$ cat config.mk
export PLATFORM = sky130hd
export DESIGN_NAME = tpg_ctrl_flat
export DESIGN_NICKNAME = d
export VERILOG_FILES = /design/src/tpg_pkg.sv /design/src/tpg_if.sv /design/src/tpg_ctrl.sv /design/src/flat_wrapper.sv
export SDC_FILE = /design/constraint.sdc
export NUM_CORES = 1
export LEC_CHECK = 0
export BUFFER_PORTS_ARGS = -buffer_cell sky130_fd_sc_hd__buf_2
export CELL_PAD_IN_SITES_DETAIL_PLACEMENT = 0
export CELL_PAD_IN_SITES_GLOBAL_PLACEMENT = 1
export CORE_MARGIN = 1
export CORE_UTILIZATION = 42
export DETAILED_ROUTE_END_ITERATION = 10
export GPL_TIMING_DRIVEN = 0
export PLACE_DENSITY = 0.79
export SLEW_MARGIN = 20
export SYNTH_ARGS = -nofsm -noshare
export SYNTH_HDL_FRONTEND = slang
export SYNTH_SLANG_ARGS = --single-unit
$ cat constraint.sdc
create_clock -name clock -period 6.55 [get_ports clock]
set_input_delay 0.9825 -clock clock [delete_from_list [all_inputs] [get_ports clock]]
set_output_delay 0.9825 -clock clock [all_outputs]
set_load 0.01 [all_outputs]
$ cat src/tpg_pkg.sv
// Shared constants and types for the ternary packed matrix-vector block.
package tpg_pkg;

   localparam int CODES_PER_BYTE = 4;
   localparam int CODE_WIDTH     = 2;
   localparam int BYTE_WIDTH     = 8;
   localparam int SUM_WIDTH      = 27;
   localparam int INDEX_WIDTH    = 10;
   localparam int DIM_WIDTH      = 11;

   localparam logic [DIM_WIDTH-1:0] DIM_RESET = 11'd1024;

   localparam logic CMD_LOAD   = 1'b0;
   localparam logic CMD_WEIGHT = 1'b1;

   localparam logic [CODE_WIDTH-1:0] CODE_PLUS  = 2'd1;
   localparam logic [CODE_WIDTH-1:0] CODE_MINUS = 2'd2;

   typedef logic signed [SUM_WIDTH-1:0] sum_type;

   // Weight byte on its way from the address stage to the accumulate stage.
   typedef struct packed {
      logic                         valid;
      logic                         row_done;
      logic                         final_row;
      logic [CODES_PER_BYTE-1:0]    lane_en;
      logic [BYTE_WIDTH-1:0]        weight;
      logic [INDEX_WIDTH-1:0]       row_index;
   } stage_type;

endpackage

$ cat src/tpg_if.sv
// Channel interfaces: request, response and register write.
interface tpg_req_if import tpg_pkg::*; #(parameter int VALUE_WIDTH = 16) ();
   logic                          valid;
   logic                          ready;
   logic                          cmd;
   logic signed [VALUE_WIDTH-1:0] vec_value;
   logic [BYTE_WIDTH-1:0]         weight_byte;

   modport source (output valid, cmd, vec_value, weight_byte, input ready);
   modport sink   (input valid, cmd, vec_value, weight_byte, output ready);
endinterface


interface tpg_csr_if import tpg_pkg::*; ();
   logic                 valid;
   logic                 ready;
   logic [DIM_WIDTH-1:0] dim;

   modport source (output valid, dim, input ready);
   modport sink   (input valid, dim, output ready);
endinterface

$ cat src/tpg_ctrl.sv
// Address stage: dimension register, load pointer, byte and row counters.
module tpg_ctrl import tpg_pkg::*; #(
   parameter int MAX_DIM     = 1024,
   parameter int VALUE_WIDTH = 16,
   parameter int RAW         = 8
) (
   input  logic                   clock,
   input  logic                   reset,
   tpg_req_if.sink                req_ch,
   tpg_csr_if.sink                csr_ch,
   input  logic                   advance,
   output stage_type              stage,
   output logic                   wr_en,
   output logic [RAW-1:0]         wr_row,
   output logic [1:0]             wr_lane,
   output logic [VALUE_WIDTH-1:0] wr_data,
   output logic                   rd_en,
   output logic [RAW-1:0]         rd_row
);

   localparam int AW = $clog2(MAX_DIM);
   localparam int NW = $clog2(MAX_DIM + 1);
   localparam int BW = RAW + 1;

   logic [DIM_WIDTH-1:0]      dim_ff, dim_in;
   logic [AW-1:0]             load_ptr_ff, load_ptr_in;
   logic [RAW-1:0]            byte_ff, byte_in;
   logic [AW-1:0]             row_ff, row_in;
   logic [NW-1:0]             dim_use;
   logic [BW-1:0]             bytes_per_row;
   logic [RAW-1:0]            byte_eff;
   logic                      row_done;
   logic                      final_row;
   logic                      load_wrap;
   logic [CODES_PER_BYTE-1:0] lane_en;
   logic                      load_fire;
   logic                      weight_fire;
   stage_type                 stage_ff, stage_in;

   assign req_ch.ready = advance;
   assign csr_ch.ready = 1'b1;

   assign load_fire   = req_ch.valid && advance && (req_ch.cmd == CMD_LOAD);
   assign weight_fire = req_ch.valid && advance && (req_ch.cmd == CMD_WEIGHT);

   always_comb begin
      // Clamp the dimension into 1..MAX_DIM.
      if (dim_ff == '0) begin
         dim_use = NW'(1);
      end else if (32'(dim_ff) > MAX_DIM) begin
         dim_use = NW'(MAX_DIM);
      end else begin
         dim_use = NW'(dim_ff);
      end
      bytes_per_row = BW'((32'(dim_use) + CODES_PER_BYTE - 1) / CODES_PER_BYTE);
      if (32'(byte_ff) >= 32'(bytes_per_row)) begin
         byte_eff = RAW'(32'(bytes_per_row) - 1);
      end else begin
         byte_eff = byte_ff;
      end
      row_done  = (32'(byte_eff) + 1) >= 32'(bytes_per_row);
      final_row = (32'(row_ff) + 1) >= 32'(dim_use);
      load_wrap = (32'(load_ptr_ff) + 1) >= 32'(dim_use);
      for (int s = 0; s < CODES_PER_BYTE; s++) begin
         lane_en[s] = (32'(byte_eff) * CODES_PER_BYTE + s) < 32'(dim_use);
      end
   end

   always_comb begin
      dim_in      = dim_ff;
      load_ptr_in = load_ptr_ff;
      byte_in     = byte_ff;
      row_in      = row_ff;
      stage_in    = stage_ff;
      if (csr_ch.valid) begin
         dim_in = csr_ch.dim;
      end
      if (load_fire) begin
         load_ptr_in = load_wrap ? '0 : AW'(32'(load_ptr_ff) + 1);
      end
      if (weight_fire) begin
         if (row_done) begin
            byte_in = '0;
            row_in  = final_row ? '0 : AW'(32'(row_ff) + 1);
         end else begin
            byte_in = RAW'(32'(byte_eff) + 1);
         end
      end
      if (advance) begin
         stage_in.valid     = weight_fire;
         stage_in.row_done  = row_done;
         stage_in.final_row = final_row;
         stage_in.lane_en   = lane_en;
         stage_in.weight    = req_ch.weight_byte;
         stage_in.row_index = INDEX_WIDTH'(row_ff);
      end
   end

   always_ff @(posedge clock) begin
      if (reset) begin
         dim_ff         <= DIM_RESET;
         load_ptr_ff    <= '0;
         byte_ff        <= '0;
         row_ff         <= '0;
         stage_ff.valid <= 1'b0;
      end else begin
         dim_ff      <= dim_in;
         load_ptr_ff <= load_ptr_in;
         byte_ff     <= byte_in;
         row_ff      <= row_in;
         stage_ff    <= stage_in;
      end
   end

   assign stage   = stage_ff;
   assign wr_en   = load_fire;
   assign wr_row  = RAW'(load_ptr_ff >> 2);
   assign wr_lane = load_ptr_ff[1:0];
   assign wr_data = req_ch.vec_value;
   assign rd_en   = weight_fire;
   assign rd_row  = byte_eff;

   a_row_restart: assert property (@(posedge clock) disable iff (reset)
      weight_fire && row_done |=> byte_ff == '0)
      else $error("byte counter did not restart after a row's last byte");

   a_stage_hold: assert property (@(posedge clock) disable iff (reset)
      stage_ff.valid && !advance |=> $stable(stage_ff))
      else $error("stalled weight beat changed in the address stage");

endmodule

$ cat src/flat_wrapper.sv
// flat-port wrapper written by rule: the top's interface ports become plain ports
module tpg_ctrl_flat import tpg_pkg::*;
#(
   parameter int MAX_DIM     = 1024,
   parameter int VALUE_WIDTH = 16,
   parameter int RAW         = 8
)
  (clock, reset, advance, stage, wr_en, wr_row, wr_lane, wr_data, rd_en, rd_row, req_ch_valid, req_ch_cmd, req_ch_vec_value, req_ch_weight_byte, req_ch_ready, csr_ch_valid, csr_ch_dim, csr_ch_ready);
  tpg_req_if #(.VALUE_WIDTH(VALUE_WIDTH)) req_ch_i ();
  tpg_csr_if csr_ch_i ();
  input  logic clock;
  input  logic reset;
  input  logic advance;
  output stage_type stage;
  output logic wr_en;
  output logic [RAW-1:0] wr_row;
  output logic [1:0] wr_lane;
  output logic [VALUE_WIDTH-1:0] wr_data;
  output logic rd_en;
  output logic [RAW-1:0] rd_row;
  input wire logic [$bits(req_ch_i.valid)-1:0] req_ch_valid;
  input wire logic [$bits(req_ch_i.cmd)-1:0] req_ch_cmd;
  input wire logic [$bits(req_ch_i.vec_value)-1:0] req_ch_vec_value;
  input wire logic [$bits(req_ch_i.weight_byte)-1:0] req_ch_weight_byte;
  output wire logic [$bits(req_ch_i.ready)-1:0] req_ch_ready;
  input wire logic [$bits(csr_ch_i.valid)-1:0] csr_ch_valid;
  input wire logic [$bits(csr_ch_i.dim)-1:0] csr_ch_dim;
  output wire logic [$bits(csr_ch_i.ready)-1:0] csr_ch_ready;
  assign req_ch_i.valid = req_ch_valid;
  assign req_ch_i.cmd = req_ch_cmd;
  assign req_ch_i.vec_value = req_ch_vec_value;
  assign req_ch_i.weight_byte = req_ch_weight_byte;
  assign req_ch_ready = req_ch_i.ready;
  assign csr_ch_i.valid = csr_ch_valid;
  assign csr_ch_i.dim = csr_ch_dim;
  assign csr_ch_ready = csr_ch_i.ready;
  tpg_ctrl #(.MAX_DIM(MAX_DIM), .VALUE_WIDTH(VALUE_WIDTH), .RAW(RAW)) u_core (.clock(clock), .reset(reset), .req_ch(req_ch_i), .csr_ch(csr_ch_i), .advance(advance), .stage(stage), .wr_en(wr_en), .wr_row(wr_row), .wr_lane(wr_lane), .wr_data(wr_data), .rd_en(rd_en), .rd_row(rd_row));
endmodule
======== Yosys cells after proc, flatten, opt, wreduce, memory -nomap -nowiden ========
Cells that the tools add are included.
operators by class
  multiplexer cells ....................... 6
  reductions and logical operators ........ 6
  bitwise operators ....................... 2
  order comparisons ....................... 9
  $add $sub $neg .......................... 9
operator list
  operator                                                count
  less-than comparator 32 x 11 -> 1 bit                   3
  greater-or-equal comparator 32 x 11 -> 1 bit            2
  adder 10 x 1 -> 11 bit (second input constant)          3
  adder 10 x 2 -> 11 bit (second input constant)          2
  two-way mux 11 bit                                      2
  two-way mux 10 bit                                      2
  two-way mux 8 bit                                       2
  adder 11 x 3 -> 11 bit (second input constant)          1
  greater-than comparator 11 bit (second input constant)  1
  zero test 11 bit                                        1
  less-than comparator 10 x 11 -> 1 bit                   1
  subtractor 11 x 1 -> 11 bit (second input constant)     1
  adder 8 x 1 -> 9 bit (second input constant)            1
  greater-or-equal comparator 8 x 9 -> 1 bit              1
  greater-or-equal comparator 9 bit                       1
  subtractor 8 x 1 -> 8 bit (second input constant)       1
  AND reduction 2 bit                                     2
  logical AND 1 bit                                       3
  inverter 1 bit                                          2
storage, ports and cells
  output and inout bits ................... 63
  bits of input ports ..................... 41
  register bits ........................... 64
  word-level logic and storage cells ...... 42

======== Depth between registers and ports, before layout ========
  depth in word-level cells ............... 10
  gate-level depth with buffers ........... 28
  depth with buffers taken out ............ 25

======== Worst setup path before layout ========
Ideal clock, no wire load.
  path type ............................... reg-to-reg
  from .................................... register u_core.dim_ff[10]
  to ...................................... register u_core.byte_ff[0]
  setup slack ............................. 0.927 ns
  cell stages (with the launch flop) ...... 28
  period minus slack after synthesis ...... 5.623 ns
  path buffers ............................ 3
  data required time ...................... 6.480 ns
  setup time .............................. 0.070 ns
  arrival ................................. 5.552 ns
  cell sequence ........................... dfxtp_1 buf_1 inv_1 clkbuf_1 nand2_1 xnor2_1 ha_1 a21oi_1 a311oi_1 nor4_1 o2bb2ai_1 a21oi_2 nor2_1 buf_2 o21ai_1 ha_1 nand2_1 xnor2_1 ha_1 a21oi_1 o21ai_0 a31o_2 or3_1 o22a_1 o211ai_4 inv_4 or3_1 a21oi_1
between the ends
  word-level cells in the longest chain between the ends .. 10
  elaborated cells on any way between the ends .. 12
  those cells by class .................... add/sub: 4; order compare: 3; mux: 4; reduce/logical: 1
ends and longest elaborated chain
  element                                                                                         line                            source
  from (decl)                                                                                     tpg_ctrl.sv:25                  logic [DIM_WIDTH-1:0] dim_ff, dim_in;
  from (signal assigned)                                                                          tpg_ctrl.sv:107                 dim_ff <= dim_in;
  greater-than comparator 11 bit                                                                  tpg_ctrl.sv:50                  end else if (32'(dim_ff) > MAX_DIM) begin
  two-way mux 11 bit                                                                              tpg_ctrl.sv:50
  two-way mux 11 bit *                                                                            tpg_ctrl.sv:48                  if (dim_ff == '0) begin
  adder 11 x 3 -> 11 bit *                                                                        tpg_ctrl.sv:55                  bytes_per_row = BW'((32'(dim_use) + CODES_PER_BYTE - 1) / CODES_PER_BYTE);
  subtractor 11 x 1 -> 11 bit *                                                                   tpg_ctrl.sv:55
  subtractor 8 x 1 -> 8 bit / greater-or-equal comparator 8 x 9 -> 1 bit (equally long branches)  tpg_ctrl.sv:57, tpg_ctrl.sv:56
  two-way mux 8 bit *                                                                             tpg_ctrl.sv:56                  if (32'(byte_ff) >= 32'(bytes_per_row)) begin
  via rd_row[0]                                                                                   flat_wrapper.sv:20              output logic [RAW-1:0] rd_row;
  adder 8 x 1 -> 9 bit *                                                                          tpg_ctrl.sv:61                  row_done = (32'(byte_eff) + 1) >= 32'(bytes_per_row);
  greater-or-equal comparator 9 bit *                                                             tpg_ctrl.sv:61
  via u_core.row_done                                                                             tpg_ctrl.sv:32                  logic row_done;
  two-way mux 8 bit *                                                                             tpg_ctrl.sv:82                  if (row_done) begin
  to (signal assigned)                                                                            tpg_ctrl.sv:109                 byte_ff <= byte_in;
  to (decl)                                                                                       tpg_ctrl.sv:27                  logic [RAW-1:0] byte_ff, byte_in;
Mark *: on every way through the listed nets, which the timed path passes. The rest lies on a longest branch.
A chain may end at the register's enable or synchronous reset.

======== Worst setup path after layout ========
  from .................................... register u_core.dim_ff[10]
  to ...................................... register u_core.byte_ff[0]
between the ends
  word-level cells in the longest chain between the ends .. 10
  elaborated cells on any way between the ends .. 12
  those cells by class .................... add/sub: 4; order compare: 3; mux: 4; reduce/logical: 1
ends and longest elaborated chain
  element                                                                                         line
  greater-than comparator 11 bit                                                                  tpg_ctrl.sv:50
  two-way mux 11 bit                                                                              tpg_ctrl.sv:50
  two-way mux 11 bit *                                                                            tpg_ctrl.sv:48
  adder 11 x 3 -> 11 bit *                                                                        tpg_ctrl.sv:55
  subtractor 11 x 1 -> 11 bit *                                                                   tpg_ctrl.sv:55
  subtractor 8 x 1 -> 8 bit / greater-or-equal comparator 8 x 9 -> 1 bit (equally long branches)  tpg_ctrl.sv:57, tpg_ctrl.sv:56
  two-way mux 8 bit                                                                               tpg_ctrl.sv:56
  adder 8 x 1 -> 9 bit                                                                            tpg_ctrl.sv:61
  greater-or-equal comparator 9 bit *                                                             tpg_ctrl.sv:61
  via u_core.row_done                                                                             tpg_ctrl.sv:32
  two-way mux 8 bit *                                                                             tpg_ctrl.sv:82
Marks and branches as above.

==> flow_metrics.tcl <==
set metrics [dict create \
    worstMarginPinSlew_ps 710.7 \
    fin_skew_ps 6.158 \
    whs_ps 473.3 \
    cp_slowest_cell "ha_1" \
    max-slew-margin-rel 0.5226 \
    grt_pass1_vias 4156 \
    final_max_slew_viol_count 0 \
    tritoncts "yes" \
    worst-endpoint-required_ps 6830 \
    fin_ws_ps 319.1 \
    ys_seq_elements 64 \
    fin_crit_ps 6231 \
    max_stage_delay_ps 370 \
    clockBufferDepth 2 \
    syn_avg_cell_area_um2 8.967 \
    path_common_cell "a21oi_1" \
    status "completed" \
    hold_violations 0 \
    drt-initial-drc-count 207 \
    synth_warnings 0 \
    vias 4419 \
    critPathMaxFanout 11 \
    placed_cells 767 \
    intPower_w 0.0008881 \
    drc 0 \
    hold_path_class "reg -> reg" \
    final_layout_size_suffix_gt1_frac 0.2558 \
    final_cell_mix "92 x buf_2, 46 x nand2_1, 46 x ha_1" \
    synthCells 540 \
    track_usage 0.2310 \
    power.density_nw_per_um2 215.9 \
    seq_power_share 0.344 \
    final_nets 728 \
    die_h_um 109.4 \
    dr.max_layer_used "met4" \
    start_kind "flip-flop" \
    final_core_util 0.5338 \
    ys_types 78 \
    wl_met1_um 6195 \
    io_buffer_count 86 \
    worst-setup-path-type "reg -> reg" \
    p_switching_w 0.0003833 \
    place_hpwl_um 10040 \
    pre_cts_slack_ps -688.3 \
    dr.pass1.iters 4 \
    antenna_left 0 \
    die-area_um2 11960 \
    vdd_drop_max_v 0.0002030 \
    fin_crit_sh 0.9513 \
    final_common_cell "buf_2" \
    routedWlPerCell_um 16.85 \
    cts_made_buffers 9 \
    pwr-share-comb 0.238 \
    antenna_found_initial 0 \
    viasPerCell 5.629 \
    async_reset_ff_frac 0 \
    clock_power_share 0.418 \
    yosys_most_used_dff "dfxtp_1" \
    insertion_delay_ps 350 \
    place_congestion 0.9317 \
    clkSinkCount 64 \
    wl_met3_um 652 \
    grt_pass1_wl_um 20980 \
    fin_cells 785 \
    cp-end-kind "flip-flop" \
    power.share.switching 0.3015 \
    core.rowCount 38 \
    cts.htree.levels 3 \
    initial_utilization 0.4390 \
    syn_area_um2 4842 \
    die_w_um 109.4 \
    leakage_nw 2.642 \
    synth_edf_count 24 \
    drt_wl_total_um 13230 \
    ys_seq_area_frac 0.3142 \
    ios 104 \
    antenna_cells 0 \
    grt_setup_unrepaired "false" \
    grt_max_degree 17 \
    finalSetupViolations 0 \
    drv_cap 0 \
    route.met2.wl_um 6145 \
    cp.arrival_ps 6510 \
    path_clk_slew_ps 60 \
    ctsHoldBuffers 0 \
    placeableCoreArea_um2 11030 \
    max_freq_mhz 160.5 \
    cts_root_buf "clkbuf_16" \
    syn_to_final_growth_pct 21.60 \
    grt_overflow 0 \
    synth.net_count 628 \
]
-- flip-flops by register name, summed over array words and instances (netlist names) --
name and flops:
u_core.load_ptr_ff 10, u_core.byte_ff 8, u_core.dim_ff 11, u_core.stage 25
u_core.row_ff 10
-- area by class of cell --
cell class	count	area, um^2
fillers	1077	5142
multi-input cells	408	3052
flip-flops and latches	64	1521
repair buffers	89	456.7
plain buffers	46	270.3
clock buffers	9	225.2
well taps	140	175.2
clock inverters	7	102.6
inverters	22	85.08
-- synth_stat cells, drive strengths merged (7+ instances only) --
| master | count | area [um^2] |
|---|---|---|
| and3 | 14 | 87.58 |
| buf | 28 | 197.7 |
| dfxtp | 40 | 800.8 |
| nor2 | 34 | 127.6 |
| nand3 | 12 | 60.06 |
| inv | 21 | 81.33 |
| mux2i | 16 | 160.2 |
| clkbuf | 18 | 67.56 |
| nand4b | 9 | 85.08 |
| a21o | 13 | 97.59 |
| o21ai | 34 | 173.9 |
| ha | 47 | 588.1 |
| nor2b | 7 | 43.79 |
| nand2 | 47 | 176.4 |
| edfxtp | 24 | 720.7 |
| xnor2 | 13 | 113.9 |
| xor2 | 15 | 131.4 |
| nor3 | 7 | 40.04 |
| nand2b | 8 | 50.05 |
| a21oi | 31 | 162.7 |
| o211ai | 8 | 88.84 |
-- per-layer routing --
metal  up-vias  global-route usage
met4         0             0.07048
met1      2094              0.3098
met5         -                   0
met2       135              0.3666
met3        21             0.05572
li1       2169                   -
-- path summary, 6_finish.rpt --
path                                        from                              to  slack, ps  depth (start not counted)
setup reg to reg  u_core.dim_ff[10]$_SDFFE_PP1P_  u_core.byte_ff[0]$_SDFFE_PP0P_        320                         27
hold / removal     u_core.stage[24]$_SDFFE_PP0P_   u_core.stage[24]$_SDFFE_PP0P_        470                          2
hold reg to reg    u_core.stage[24]$_SDFFE_PP0P_   u_core.stage[24]$_SDFFE_PP0P_        470                          2
setup / recovery  u_core.dim_ff[10]$_SDFFE_PP1P_  u_core.byte_ff[0]$_SDFFE_PP0P_        320                         27
-- power groups by stage --
stage	combinational (W)	clock, W	sequential, W
floorplan	0.000201	0	0.000448
global placement	0.000282	0	0.000446
detailed placement	0.000290	0	0.000446
CTS	0.000293	0.000541	0.000437
global route	0.000334	0.000554	0.000440
finish	0.000302	0.000531	0.000438
-- cell families (layout without fill, tap and decap cells) --
group	after synthesis	after routing	synth area share
flops	64	64	0.3142
fa+ha+maj	49	49	0.1256
compound gates	135	135	0.2021
mux	17	17	0.03540
other cells	1	1	0.0007745
simple gates	178	178	0.1990
buf+inv	68	173	0.07235
xor+xnor	28	28	0.05065
-- timing repair --
item	CTS	global route
endpoints found under the setup margin	19	19
pin swaps	0	1
hold endpoints to repair	0	0
buffers inserted	0	2
resized for setup	6	13
-- stage by stage --
stage	power, W	TNS [ps]	instance area [um^2]
floorplan	0.0006492	0	4842
detailed placement	0.0007354	-9602	5461
finish	0.001271	0	5888
global placement	0.0007280	-8097	5448
CTS	0.001271	0	5813
global route	0.001327	0	5888
-- worst max-delay path: cells and delay by family, from the launching register on --
family	cells	cell delay [ps]
buffers and inverters	6	1000
XOR/XNOR	1	220
AO/OA/AOI/OAI	12	2380
AND/OR/NAND/NOR	5	1240
adder cells (fa/ha/maj)	3	960
flip-flops	1	340
No activity file was read; power rests on OpenSTA's default activity.
