==> src/tpg_pkg.sv <==
// Shared constants and types for the ternary packed matrix-vector block.
package tpg_pkg;

   localparam int CODES_PER_BYTE = 4;
   localparam int CODE_WIDTH     = 2;
   localparam int BYTE_WIDTH     = 8;
   localparam int SUM_WIDTH      = 27;
   localparam int INDEX_WIDTH    = 10;
   localparam int DIM_WIDTH      = 11;

   localparam logic [DIM_WIDTH-1:0] DIM_RESET = 11'd1024;

   localparam logic CMD_LOAD   = 1'b0;
   localparam logic CMD_WEIGHT = 1'b1;

   localparam logic [CODE_WIDTH-1:0] CODE_PLUS  = 2'd1;
   localparam logic [CODE_WIDTH-1:0] CODE_MINUS = 2'd2;

   typedef logic signed [SUM_WIDTH-1:0] sum_type;

   // Weight byte on its way from the address stage to the accumulate stage.
   typedef struct packed {
      logic                         valid;
      logic                         row_done;
      logic                         final_row;
      logic [CODES_PER_BYTE-1:0]    lane_en;
      logic [BYTE_WIDTH-1:0]        weight;
      logic [INDEX_WIDTH-1:0]       row_index;
   } stage_type;

endpackage

==> src/tpg_if.sv <==


interface tpg_rsp_if import tpg_pkg::*; ();
   logic                        valid;
   logic                        ready;
   logic signed [SUM_WIDTH-1:0] row_sum;
   logic [INDEX_WIDTH-1:0]      row_index;
   logic                        last;

   modport source (output valid, row_sum, row_index, last, input ready);
   modport sink   (input valid, row_sum, row_index, last, output ready);
endinterface


==> src/tpg_acc.sv <==
// Accumulate stage: four add/subtract lanes, row accumulator, output register.
module tpg_acc import tpg_pkg::*; #(
   parameter int VALUE_WIDTH = 16
) (
   input  logic                                       clock,
   input  logic                                       reset,
   input  stage_type                                  stage,
   input  logic [CODES_PER_BYTE-1:0][VALUE_WIDTH-1:0] rd_data,
   output logic                                       advance,
   tpg_rsp_if.source                                  rsp_ch
);

   sum_type                lane_term [CODES_PER_BYTE];
   sum_type                total;
   sum_type                acc_ff, acc_in;
   sum_type                out_sum_ff, out_sum_in;
   logic [INDEX_WIDTH-1:0] out_index_ff, out_index_in;
   logic                   out_last_ff, out_last_in;
   logic                   out_valid_ff, out_valid_in;
   logic                   retire;
   logic                   emit;

   always_comb begin
      logic [CODE_WIDTH-1:0] code;
      sum_type               elem;
      code = '0;
      elem = '0;
      for (int s = 0; s < CODES_PER_BYTE; s++) begin
         code = stage.weight[CODE_WIDTH*s +: CODE_WIDTH];
         elem = sum_type'(signed'(rd_data[s]));
         if (!stage.lane_en[s]) begin
            lane_term[s] = '0;
         end else if (code == CODE_PLUS) begin
            lane_term[s] = elem;
         end else if (code == CODE_MINUS) begin
            lane_term[s] = -elem;
         end else begin
            lane_term[s] = '0;
         end
      end
      total = acc_ff;
      for (int s = 0; s < CODES_PER_BYTE; s++) begin
         total = total + lane_term[s];
      end
   end

   // Stall only when a finished row meets a full, untaken output register.
   assign advance = !stage.valid || !stage.row_done || !out_valid_ff || rsp_ch.ready;
   assign retire  = stage.valid && advance;
   assign emit    = retire && stage.row_done;

   always_comb begin
      acc_in       = acc_ff;
      out_sum_in   = out_sum_ff;
      out_index_in = out_index_ff;
      out_last_in  = out_last_ff;
      out_valid_in = out_valid_ff && !rsp_ch.ready;
      if (retire) begin
         acc_in = stage.row_done ? '0 : total;
      end
      if (emit) begin
         out_valid_in = 1'b1;
         out_sum_in   = total;
         out_index_in = stage.row_index;
         out_last_in  = stage.final_row;
      end
   end

   always_ff @(posedge clock) begin
      if (reset) begin
         acc_ff       <= '0;
         out_valid_ff <= 1'b0;
      end else begin
         acc_ff       <= acc_in;
         out_valid_ff <= out_valid_in;
      end
   end

   always_ff @(posedge clock) begin
      out_sum_ff   <= out_sum_in;
      out_index_ff <= out_index_in;
      out_last_ff  <= out_last_in;
   end

   assign rsp_ch.valid     = out_valid_ff;
   assign rsp_ch.row_sum   = out_sum_ff;
   assign rsp_ch.row_index = out_index_ff;
   assign rsp_ch.last      = out_last_ff;

   a_emit_shows: assert property (@(posedge clock) disable iff (reset)
      emit |=> rsp_ch.valid)
      else $error("finished row did not reach the output register");

   a_acc_clear: assert property (@(posedge clock) disable iff (reset)
      emit |=> acc_ff == '0)
      else $error("accumulator not cleared after a row");

endmodule

==> src/flat_wrapper.sv <==
// flat-port wrapper written by rule: the top's interface ports become plain ports
module tpg_acc_flat import tpg_pkg::*;
#(
   parameter int VALUE_WIDTH = 16
)
  (clock, reset, stage, rd_data, advance, rsp_ch_valid, rsp_ch_row_sum, rsp_ch_row_index, rsp_ch_last, rsp_ch_ready);
  tpg_rsp_if rsp_ch_i ();
  input  logic clock;
  input  logic reset;
  input  stage_type stage;
  input  logic [CODES_PER_BYTE-1:0][VALUE_WIDTH-1:0] rd_data;
  output logic advance;
  output wire logic [$bits(rsp_ch_i.valid)-1:0] rsp_ch_valid;
  output wire logic [$bits(rsp_ch_i.row_sum)-1:0] rsp_ch_row_sum;
  output wire logic [$bits(rsp_ch_i.row_index)-1:0] rsp_ch_row_index;
  output wire logic [$bits(rsp_ch_i.last)-1:0] rsp_ch_last;
  input wire logic [$bits(rsp_ch_i.ready)-1:0] rsp_ch_ready;
  assign rsp_ch_valid = rsp_ch_i.valid;
  assign rsp_ch_row_sum = rsp_ch_i.row_sum;
  assign rsp_ch_row_index = rsp_ch_i.row_index;
  assign rsp_ch_last = rsp_ch_i.last;
  assign rsp_ch_i.ready = rsp_ch_ready;
  tpg_acc #(.VALUE_WIDTH(VALUE_WIDTH)) u_core (.clock(clock), .reset(reset), .stage(stage), .rd_data(rd_data), .advance(advance), .rsp_ch(rsp_ch_i));
endmodule
==> config.mk <==
export PLATFORM = sky130hd
export DESIGN_NAME = tpg_acc_flat
export DESIGN_NICKNAME = d
export VERILOG_FILES = /design/src/tpg_pkg.sv /design/src/tpg_if.sv /design/src/tpg_acc.sv /design/src/flat_wrapper.sv
export SDC_FILE = /design/constraint.sdc
export NUM_CORES = 1
export LEC_CHECK = 0
export ABC_AREA = 1
export ABC_CLOCK_PERIOD_IN_PS = 6100
export BUFFER_PORTS_ARGS = -buffer_cell sky130_fd_sc_hd__buf_2
export CORE_ASPECT_RATIO = 0.75
export CORE_MARGIN = 3
export CORE_UTILIZATION = 60
export CTS_BUF_LIST = sky130_fd_sc_hd__clkbuf_8
export CTS_CLUSTER_DIAMETER = 60
export DETAILED_ROUTE_END_ITERATION = 12
export GPL_ROUTABILITY_DRIVEN = 0
export GPL_TIMING_DRIVEN = 0
export PLACE_DENSITY = 0.9
export SLEW_MARGIN = 15
export SYNTH_ARGS = -nofsm -noshare
export SYNTH_HDL_FRONTEND = slang
export SYNTH_SLANG_ARGS = --single-unit
export TNS_END_PERCENT = 30
==> constraint.sdc <==
create_clock -name clock -period 6.1 [get_ports clock]
set_clock_uncertainty 0.2 [all_clocks]
set_input_delay 0.915 -clock clock [delete_from_list [all_inputs] [get_ports clock]]
set_output_delay 0.915 -clock clock [all_outputs]
set_load 0.05 [all_outputs]
# Word-level counts from Yosys, hierarchy flattened

Index checks and enable logic that the tools add are counted.

Register bits after elaboration: 66
Bits of input ports: 92
Logic and storage cells: 45
Output and inout bits: 40

Muxes and demuxes: 14
Reduce and logical (&&, ||, !) cells: 10
$add $sub $neg: 8
Eq/ne operators: 8

Operators by type and width:

| kind                 | number |
|---|---|
| $mux W27             | 13 |
| $add A27 B27 Y27     | 4 |
| $neg A16 Y27         | 4 |
| $eq A2 B1 Y1 const B | 4 |
| $eq A2 B2 Y1 const B | 4 |
| $logic_not A1 Y1     | 4 |
| $logic_and A1 B1 Y1  | 3 |
| $logic_or A1 B1 Y1   | 3 |
| $mux W1              | 1 |

# Depth between registers and ports, before layout

Gate-level depths: netlist of the first run.

Word-level depth: 9
Mapped depth: 30
Gate-level depth less buffers: 30

# Worst setup path after synthesis of the first run

Ideal clock, no wire load.

Path type: input -> register
Start: input rd_data[32] (netlist bit)
End: register u_core.out_sum_ff[23] (netlist: u_core.rsp_ch.row_sum[23]), data pin
Arrival: 5.006 ns
Setup slack: 0.640 ns
Library setup time: 0.255 ns
Stages on the path: 26
Path buffers: 0
Data required time: 5.645 ns
Cell sequence: inv_1 ha_1 nand3_1 nor2_2 nand2_1 nor2_1 inv_1 nor2_1 nand3_1 nand3_1 nand3b_1 fa_1 inv_1 fa_1 inv_1 fa_1 inv_1 ha_1 a21oi_1 o21ai_0 a21oi_1 nand3_1 inv_1 o21bai_1 or2_2 and2_1

Longest elaborated chain between the ends: 6

RTL lines:

| item                              | line               | text |
|---|---|---|
| start: declaration                | flat_wrapper.sv:11 | `input logic [CODES_PER_BYTE-1:0][VALUE_WIDTH-1:0] rd_data;` |
| $neg A16 Y27                      | tpg_acc.sv:36      | `lane_term[s] = -elem;` |
| $mux W27                          | tpg_acc.sv:35      | `end else if (code == CODE_MINUS) begin` |
| $mux W27 (*)                      | tpg_acc.sv:33      | `end else if (code == CODE_PLUS) begin` |
| $mux W27 (*)                      | tpg_acc.sv:31      | `if (!stage.lane_en[s]) begin` |
| $add A27 B27 Y27 (*) (2 in a row) | tpg_acc.sv:43      | `total = total + lane_term[s];` |
| net u_core.total[23]              | tpg_acc.sv:14      | `sum_type total;` |
| end signal: assignment            | tpg_acc.sv:80      | `out_sum_ff <= out_sum_in;` |
| end: declaration                  | tpg_acc.sv:16      | `sum_type out_sum_ff, out_sum_in;` |

The timed path passes the listed nets; every way through them passes the cells marked *.
A chain may end at the register's enable or synchronous reset.

# Worst setup path after layout of the first run

Start: input rd_data[50] (netlist bit)
End: register u_core.acc_ff[24]

Longest elaborated chain between the ends: 6

RTL lines:

| item                   | line          | text |
|---|---|---|
| $neg A16 Y27           | tpg_acc.sv:36 |  |
| $mux W27               | tpg_acc.sv:35 |  |
| $mux W27 (*)           | tpg_acc.sv:33 |  |
| $mux W27 (*)           | tpg_acc.sv:31 |  |
| $add A27 B27 Y27 (*)   | tpg_acc.sv:43 |  |
| net u_core.total[24]   | tpg_acc.sv:14 |  |
| $mux W27 (*)           | tpg_acc.sv:59 | `acc_in = stage.row_done ? '0 : total;` |
| end signal: assignment | tpg_acc.sv:74 | `acc_ff <= acc_in;` |
| end: declaration       | tpg_acc.sv:15 | `sum_type acc_ff, acc_in;` |

Marked as above.

==> impl_metrics.ini, run 1 <==
[outcome]
outcome = completed

[timing]
max_freq_mhz = 169.4
fin_crit_ns = 5.904
rsz0062_at_grt = yes
timing.hold.ws_ns = 0.2678
max_slew.worst_pin.slew_ns = 0.6711
hold_viol = 0
maxSlewViolCount = 0
relSlewSlack = 0.5526
finalCritPeriodShare = 0.9679
setup_viol = 0

[global_route]
grt-ovfl-total = 0
grt_max_degree = 31
gr-usage-all-layers = 0.3183
grt_pass1_wl_um = 37680
antenna_found_initial = 0
grt_pass1_vias = 7720

[worst_setup_path]
cp_common_cell = a21oi_1
crit_fanout = 5
cp_data_arrival_time_ns = 5.99
r2r_end = u_core.acc_ff[15]
r2r-start = u_core.acc_ff[1]
slowest_stage = fa_1
cp-end-kind = flop
cp.required_ns = 6.19
rr_worst_depth = 16
worst_path_largest_cell_delay_ns = 0.61
crit_family = adder cells
reg2reg_slack_ns = 1.50
cp_num_buf_inv = 5
crit_type = input pin to flop
crit_path_start_kind = input pin

[pwr]
power.switching_mw = 1.103
pwr-share-seq = 0.263
peakVddDrop_v = 0.0001536
power.leakage_nw = 4.720
powerDensity_mw_per_mm2 = 247.6
p_int_mw = 1.153
power_frac_comb = 0.565
power.share.switching = 0.4890
power_frac_clock = 0.172
power_mw = 2.257

[die]
die_w_um = 139.3
io_pins = 132
initial_core_util = 0.6319
rows = 35
die_y_um = 106.0
die-area_mm2 = 0.01477
core_area_mm2 = 0.01266

[routing]
detail_route.first_pass.iterations = 6
post_drt_wl_per_cell_um = 16.09
num_vias = 8001
drt.antenna.violating_nets = 0
drt-initial-drc-count = 811
viasPerCell = 5.564
top_layer = met4
wl_um = 23140
met2_length_um = 9959
drcViolationCount = 0
m1WireLength_um = 9097
dr_wl_met3_um = 3610

[synthesis]
syn_avg_cell_area_um2 = 7.103
syn_area_mm2 = 0.007998
synth_edf_count = 38
ys_async_sr_fraction = 0
synth_ff_type = edfxtp_1
ys_seq_area_frac = 0.2128
ys_ff_latch = 66
synth_cells = 1126
syn-num-nets = 1326
yosysUniqueCellTypes = 46
yosysWarnings = 0

[clock_tree]
cts_buffer_depth = 2
post_cts_buffers = 0
insertion_delay_ns = 0.37
cts_buffers = 9
cts_tree = done
numClockSinks = 66
cts-resized-gates = 0
clk_pin_slew_ns = 0.08
root_buffer = clkbuf_8
ctsHoldBuffers = 0
htree_levels = 3

[hold_path]
min_path_type = flop to flop
min_path_cells = 2
holdPathEnd = u_core.acc_ff[19]
hold_start = u_core.acc_ff[19]

[place]
dp_cells = 1422
dpl_cell_area_mm2 = 0.008871
dp_hpwl_um = 18910
io_buffers = 129

[layout]
layout-drive-gt1-share = 0.1737
design_area_mm2 = 0.009114
area_growth_pct = 13.95
layout.cells.non_filler = 1438
diodes = 0
layout.nets = 1467
num-fill-cells = 969

[run]
max_cap_violations = 0
==> worst register-to-register path, cell delays in order (launching register included) <==
cell and delay, ns:
dfxtp_1 0.34, inv_1 0.06, fa_1 0.52, fa_1 0.52, fa_1 0.55, inv_1 0.05
ha_1 0.24, fa_1 0.43, nand3_1 0.11, nand3_1 0.19, nand2_1 0.13, nand3_1 0.13
a21oi_2 0.23, o21bai_1 0.13, xor2_1 0.35, nand2_1 0.13, a21oi_1 0.18
==> layout make-up <==
class / instances / area (um2) / share of cell area
multi-input cells: 763 / 5218 / 0.5725
flip-flops and latches: 66 / 1702 / 0.1867
inverters: 287 / 1080 / 0.1185
repair buffers: 130 / 665.6 / 0.07304
well taps: 166 / 207.7 / 0.02279
clock buffers: 9 / 123.9 / 0.01359
clock inverters: 7 / 76.32 / 0.008375
plain buffers: 10 / 41.29 / 0.004530
==> how the worst max path moves through the flow <==
stage / from / endpoint / slack, ns / cells past startpoint
2_1_floorplan: rd_data[32] / u_core.rsp_ch.row_sum[23] / 0.64 / 26
3_3_place_gp: rd_data[50] / u_core.rsp_ch.row_sum[23] / -0.006 / 26
3_5_place_dp: rd_data[50] / u_core.rsp_ch.row_sum[23] / -0.16 / 26
4_1_cts: rd_data[50] / u_core.acc_ff[25] / 0.20 / 27
5_1_grt: rd_data[50] / u_core.acc_ff[24] / -0.05 / 26
6_report: rd_data[50] / u_core.acc_ff[24] / 0.20 / 26
==> sequential cells by signal (all words and copies together) (netlist names) <==
register                 cells
u_core.acc_ff               27
u_core.rsp_ch.valid          1
u_core.rsp_ch.last           1
u_core.rsp_ch.row_index     10
u_core.rsp_ch.row_sum       27
==> power by group through the flow <==
stage | clock network (mW) | registers (mW) | logic [mW]
2_1_floorplan | 0 | 0.734 | 0.743
3_3_place_gp | 0 | 0.600 | 1.16
3_5_place_dp | 0 | 0.602 | 1.21
4_1_cts | 0.386 | 0.593 | 1.23
5_1_grt | 0.404 | 0.600 | 1.41
6_report | 0.388 | 0.593 | 1.28
==> placed cells by master, fill, tap and decap left out, drive strengths merged, types with 17 or more instances in the layout <==
cell and count:
edfxtp 38, nor2 116, a21oi 85, xor2 25, nand3 88, dfxtp 28
inv 287, o21ai 48, nor3 17, buf 131, clkbuf 18, fa 77
nand2 225, ha 31
==> cell usage after synthesis, types with 6 or more instances <==
cell	instances	area, um2
inv_1	273	1025
nand2_1	212	795.8
nor2_1	98	367.9
nand3_1	83	415.4
a21oi_1	80	400.4
fa_1	77	1541
o21ai_0	45	225.2
edfxtp_1	38	1141
ha_1	31	387.9
dfxtp_1	28	560.5
xor2_1	25	219.0
nor2_2	13	81.33
nand2_2	12	75.07
nor3_1	12	60.06
inv_2	11	41.29
clkbuf_1	9	33.78
nand4_1	8	50.05
and2_1	6	37.54
o21bai_1	6	45.04
==> per-stage QoR <==
step             TNS, ns  setup WS (ns)  utilization
6_report               0         0.1960       0.7201
3_3_place_gp   -0.006001      -0.006001       0.6994
3_5_place_dp     -0.4690        -0.1618       0.7009
5_1_grt          -0.1419       -0.04571       0.7201
2_1_floorplan          0         0.6396            -
4_1_cts                0         0.2034       0.7168
==> cells by family (layout without fill, tap and decap cells) <==
logic type / Yosys count / after routing / share of synthesized area
adders and majority gates: 108 / 108 / 0.2412
and+or+nand+nor: 476 / 476 / 0.2716
DFF: 66 / 66 / 0.2128
AOI/OAI and AO/OA: 152 / 152 / 0.1047
xor gates and xnor gates: 27 / 27 / 0.02957
buffers and inverters: 297 / 443 / 0.1402
==> routing by layer <==
metal / track usage / up-vias
met3: 0.1165 / 44
met4: 0.08450 / 0
met5: 0 / -
met2: 0.4900 / 533
met1: 0.4281 / 3668
li1: - / 3756
No activity file was read; power rests on OpenSTA's default activity.
==> inputs of run 2 (changes only) <==
- REMOVE_ABC_BUFFERS: unset -> 1
==> run 2 against run 1 <==
  * Worst hold slack improved by 0.0015 ns
  * Non-clock buffer count decreased by 7
  * Wire length decreased by 4.5%
  * Fmax increased by 1.2%
  * Power decreased by 0.32%
  * Via count decreased by 3.3%
  * Global-route usage decreased by 1.4 points
  * Sequential share of layout area increased by 0.062 points
  * Sequential power about the same
  * First-iteration DRC count increased by 13%
  * Clock-buffer cell count unchanged
  * Critical endpoint is now u_core.rsp_ch.row_sum[25]
==> impl_metrics.ini, run 2 (synthesized netlist as in run 1, its figures left out) <==
[worst_setup_path]
cp-end-kind = flop
r2r-start = u_core.acc_ff[1]
r2r_end = u_core.rsp_ch.row_sum[17]
crit_type = input pin to flop
cp.required_ns = 6.03
crit_path_start_kind = input pin
rr_worst_depth = 16
crit_fanout = 4
reg2reg_slack_ns = 1.55
cp_data_arrival_time_ns = 5.76

[pwr]
power.leakage_nw = 4.717
power_mw = 2.249
powerDensity_mw_per_mm2 = 247.6
peakVddDrop_v = 0.0001372

[layout]
regArea_mm2 = 0.001702
final_common_cell = inv_1
final_cell_mix = 272 x inv_1, 211 x nand2_1, 131 x buf_2
design_area_mm2 = 0.009084
multi_input_area_mm2 = 0.005219
area_growth_pct = 13.58
layout.nets = 1460
num-fill-cells = 974
layout-drive-gt1-share = 0.1755
fin_util = 0.7177
diodes = 0

[clock_tree]
ctsHoldBuffers = 0
clk_pin_slew_ns = 0.08
numClockSinks = 66
htree_levels = 3
cts_tree = done
cts_buffers = 9
cts_buffer_depth = 2
root_buffer = clkbuf_8
insertion_delay_ns = 0.36

[routing]
drt-initial-drc-count = 915
drt.antenna.violating_nets = 0
num_vias = 7736
wl_um = 22110
detail_route.first_pass.iterations = 6
viasPerCell = 5.406
drcViolationCount = 0
post_drt_wl_per_cell_um = 15.45

[die]
initial_core_util = 0.6319
die_y_um = 106.0
rows = 35
die_w_um = 139.3
io_pins = 132
die-area_mm2 = 0.01477
core_area_mm2 = 0.01266

[outcome]
outcome = completed

[hold_path]
holdPathEnd = u_core.acc_ff[13]
min_path_cells = 2
hold_start = u_core.acc_ff[13]
min_path_type = flop to flop

[place]
dpl_cell_area_mm2 = 0.008845
dp_hpwl_um = 17780
dp_slack_ns = -0.1154
io_buffers = 131

[global_route]
grt_pass1_wl_um = 35560
grt-ovfl-total = 0
antenna_found_initial = 0
grt_max_degree = 29
gr-usage-all-layers = 0.3039
grt_pass1_vias = 7082

[timing]
finalWorstSetupSlack_ns = 0.2659
hold_viol = 0
setup-tns-final_ns = 0
finalCritPeriodShare = 0.9564
max_freq_mhz = 171.4
max_slew.worst_pin.slew_ns = 0.8232
setup_viol = 0
relSlewSlack = 0.4499
fin_crit_ns = 5.834
maxSlewViolCount = 0
rsz0062_at_grt = no

[run]
max_cap_violations = 0
==> run 2: changes by cell type in the layout (fill, tap and decap cells not counted), sizes merged <==
cell	change
buf	+2
clkinvlp	+1
clkbuf	-9
inv	-1
==> run 2: power by group <==
part / switching (mW) / internal (mW) / total (mW)
sequential: 0.0245 / 0.569 / 0.593
combinational: 0.879 / 0.396 / 1.28
clock: 0.193 / 0.188 / 0.380
==> run 2: layout make-up <==
cell class,instances,share of cell area
multi-input combinational,763,0.5745
sequential,66,0.1873
inverter,287,0.1189
timing repair buffer,133,0.07521
tap,166,0.02286
clock buffer,9,0.01364
clock inverter,7,0.007576
==> run 2: timing repair <==
item / 4_1_cts / 5_1_grt
gates resized for setup: 0 / 8
endpoints found under the setup margin: 0 / 21
buffers inserted: 0 / 1
hold endpoints to repair: 0 / 0
==> run 2: how the worst max path moves through the flow <==
stage,from,end,depth (start not counted)
4_1_cts,stage[14],u_core.rsp_ch.row_sum[19],22
2_1_floorplan,rd_data[32],u_core.rsp_ch.row_sum[23],26
3_3_place_gp,stage[14],u_core.rsp_ch.row_sum[17],22
5_1_grt,rd_data[33],u_core.acc_ff[25],30
3_5_place_dp,stage[14],u_core.rsp_ch.row_sum[17],22
6_report,rd_data[32],u_core.rsp_ch.row_sum[25],27
==> run 2: critical path, cell delays in order <==
cell	delay, ns
buf_2	0.10
inv_1	0.10
ha_1	0.18
nand3_1	0.15
nor2_2	0.19
nand2_1	0.09
nor2_1	0.12
inv_1	0.07
nor2_1	0.12
nand3_1	0.11
nand3_1	0.08
nand3b_1	0.09
fa_1	0.51
inv_1	0.07
fa_1	0.55
inv_1	0.07
fa_1	0.53
inv_1	0.04
ha_1	0.36
a21oi_2	0.20
o21ai_0	0.12
a21oi_1	0.18
nand3_2	0.17
nand2_1	0.12
nand3_1	0.12
xor2_2	0.23
buf_4	0.15
==> run 2: metal layers <==
layer | wire (um) | GRT usage
met2 | 9063 | 0.4431
met5 | 0 | 0
met1 | 9451 | 0.4389
met4 | 556 | 0.07332
met3 | 3035 | 0.1007
==> run 2: through the flow <==
stage | cells | hold WS [ns]
after floorplan | 1116 | 0.2393
after global placement | 1413 | 0.2532
after detailed placement | 1414 | 0.2551
after CTS | 1430 | 0.2672
after global routing | 1431 | 0.2841
final | 1431 | 0.2693
==> inputs of run 3 (changes only) <==
- CORE_MARGIN: 3 -> 5
==> run 3 against run 2 <==
  * Wire length up 2.6%
  * Flip-flop and latch count unchanged
  * Combinational power about the same
  * Sequential share of layout area about the same
  * Power down 1.4%
  * Sequential power about the same
  * Via count up 2.0%
  * Non-clock buffer count down 1
  * Final cell count up 0.28%
  * Critical path depth down 5
  * Clock power down 6.8%
  * Critical endpoint is now u_core.rsp_ch.row_sum[19]
==> impl_metrics.ini, run 3 (synthesized netlist as in run 1, its figures left out) <==
[worst_setup_path]
cp_common_cell = fa_1
cp_data_arrival_time_ns = 5.79
crit_fanout = 12
crit_family = adder cells
cp-end-kind = flop
crit_chain = buf_2, clkinvlp_4, nor2_2, o21ai_1, clkinv_1, nand2_1, fa_1, inv_1, fa_1, inv_1, fa_1, inv_1, fa_1, nand3_1, nand3_1, nand2_1, nand3_1, a21oi_2, o21bai_1, a21oi_1, nand2_1, and2_1
crit_type = input pin to flop
cp_num_buf_inv = 6
slowest_stage = fa_1
worst_path_largest_cell_delay_ns = 0.54
cp.required_ns = 6.04
crit_path_start_kind = input pin

[timing]
max_slew.worst_pin.slew_ns = 0.8935
finalCritPeriodShare = 0.9594
setup_viol = 0
maxSlewViolCount = 0
fin_crit_ns = 5.852
timing.hold.ws_ns = 0.2699
hold_viol = 0
max_freq_mhz = 170.9
relSlewSlack = 0.4029
setup-tns-final_ns = 0
rsz0062_at_grt = no

[routing]
wl_um = 22670
post_drt_wl_per_cell_um = 15.80
detail_route.first_pass.iterations = 6
drcViolationCount = 0
viasPerCell = 5.500
drt.antenna.violating_nets = 0
drt-initial-drc-count = 924
num_vias = 7893

[layout]
final_cell_mix = 271 x inv_1, 211 x nand2_1, 131 x buf_2
fin_util = 0.6961
layout.nets = 1459
regArea_mm2 = 0.001702
diodes = 0
layout-drive-gt1-share = 0.1733
multi_input_area_mm2 = 0.005201
num-fill-cells = 1024
final_common_cell = inv_1
area_growth_pct = 13.30

[global_route]
grt-ovfl-total = 0
grt_max_degree = 29
antenna_found_initial = 0
grt_pass1_vias = 7388
grt_pass1_wl_um = 35980
gr-usage-all-layers = 0.2977

[die]
core_area_mm2 = 0.01302
initial_core_util = 0.6144
die_y_um = 110.0
die-area_mm2 = 0.01576
io_pins = 132
rows = 36
die_w_um = 143.3

[clock_tree]
numClockSinks = 66
htree_levels = 3
clk_pin_slew_ns = 0.08
insertion_delay_ns = 0.39
root_buffer = clkbuf_8
ctsHoldBuffers = 0
cts_buffers = 9
cts_buffer_depth = 2
cts_tree = done

[outcome]
outcome = completed

[run]
max_cap_violations = 0

[place]
io_buffers = 131
dp_hpwl_um = 18410

[pwr]
power.leakage_nw = 4.693
powerDensity_mw_per_mm2 = 244.8
peakVddDrop_v = 0.0001298

[hold_path]
min_path_type = flop to flop
==> run 3: cell count changes in the layout (fill, tap and decap cells not counted), sizes merged <==
| cell | previous run | this run |
|---|---|---|
| clkinv | 5 | 4 |
| clkinvlp | 2 | 4 |
| buf | 133 | 132 |
| bufinv | 1 | 0 |
==> run 3: power breakdown <==
part / internal (mW) / switching [mW]
logic: 0.393 / 0.877
clock network: 0.150 / 0.204
registers: 0.569 / 0.0248
total: 1.11 / 1.11
==> run 3: metrics by stage <==
stage	setup slack [ns]	cells	total power, mW	instance area, um2
5_1_grt	0.006832	1435	2.377	9061
3_3_place_gp	-0.07534	1418	1.761	8826
2_1_floorplan	0.6396	1116	1.472	7956
6_report	0.2477	1435	2.218	9061
3_5_place_dp	-0.2120	1419	1.813	8859
4_1_cts	0.2030	1435	2.181	9036
==> run 3: metal layers <==
layer | GRT usage | vias to the layer above | wire length, um
met5 | 0 | - | 0
met4 | 0.08333 | 0 | 551
met3 | 0.07072 | 53 | 3135
met1 | 0.4358 | 3605 | 9329
met2 | 0.4450 | 494 | 9657
li1 | - | 3741 | -
==> run 3: tightest hold or removal path: stages (launching register included) <==
cell and delay (ns):
dfxtp_1 0.31, nand2_1 0.06, a21oi_1 0.06
==> run 3: path summary, 6_finish.rpt <==
check                         start                   endpoint  slack [ns]  depth (start not counted)
setup / recovery          stage[14]  u_core.rsp_ch.row_sum[19]        0.25                         22
hold / removal    u_core.acc_ff[19]          u_core.acc_ff[19]        0.27                          2
setup reg to reg   u_core.acc_ff[1]  u_core.rsp_ch.row_sum[19]        1.50                         16
hold reg to reg   u_core.acc_ff[19]          u_core.acc_ff[19]        0.27                          2
==> run 3: cell type report <==
type                            count  area share
Tap cell                          171     0.02361
Multi-Input combinational cell    763      0.5740
Clock inverter                      7    0.005938
Clock buffer                        9     0.01367
Inverter                          287      0.1196
Sequential cell                    66      0.1878
Timing Repair Buffer              132     0.07539
==> run 3: what timing repair did <==
item | CTS | global route
buffers inserted | 0 | 0
setup endpoints to repair | 0 | 12
gates resized for setup | 0 | 6
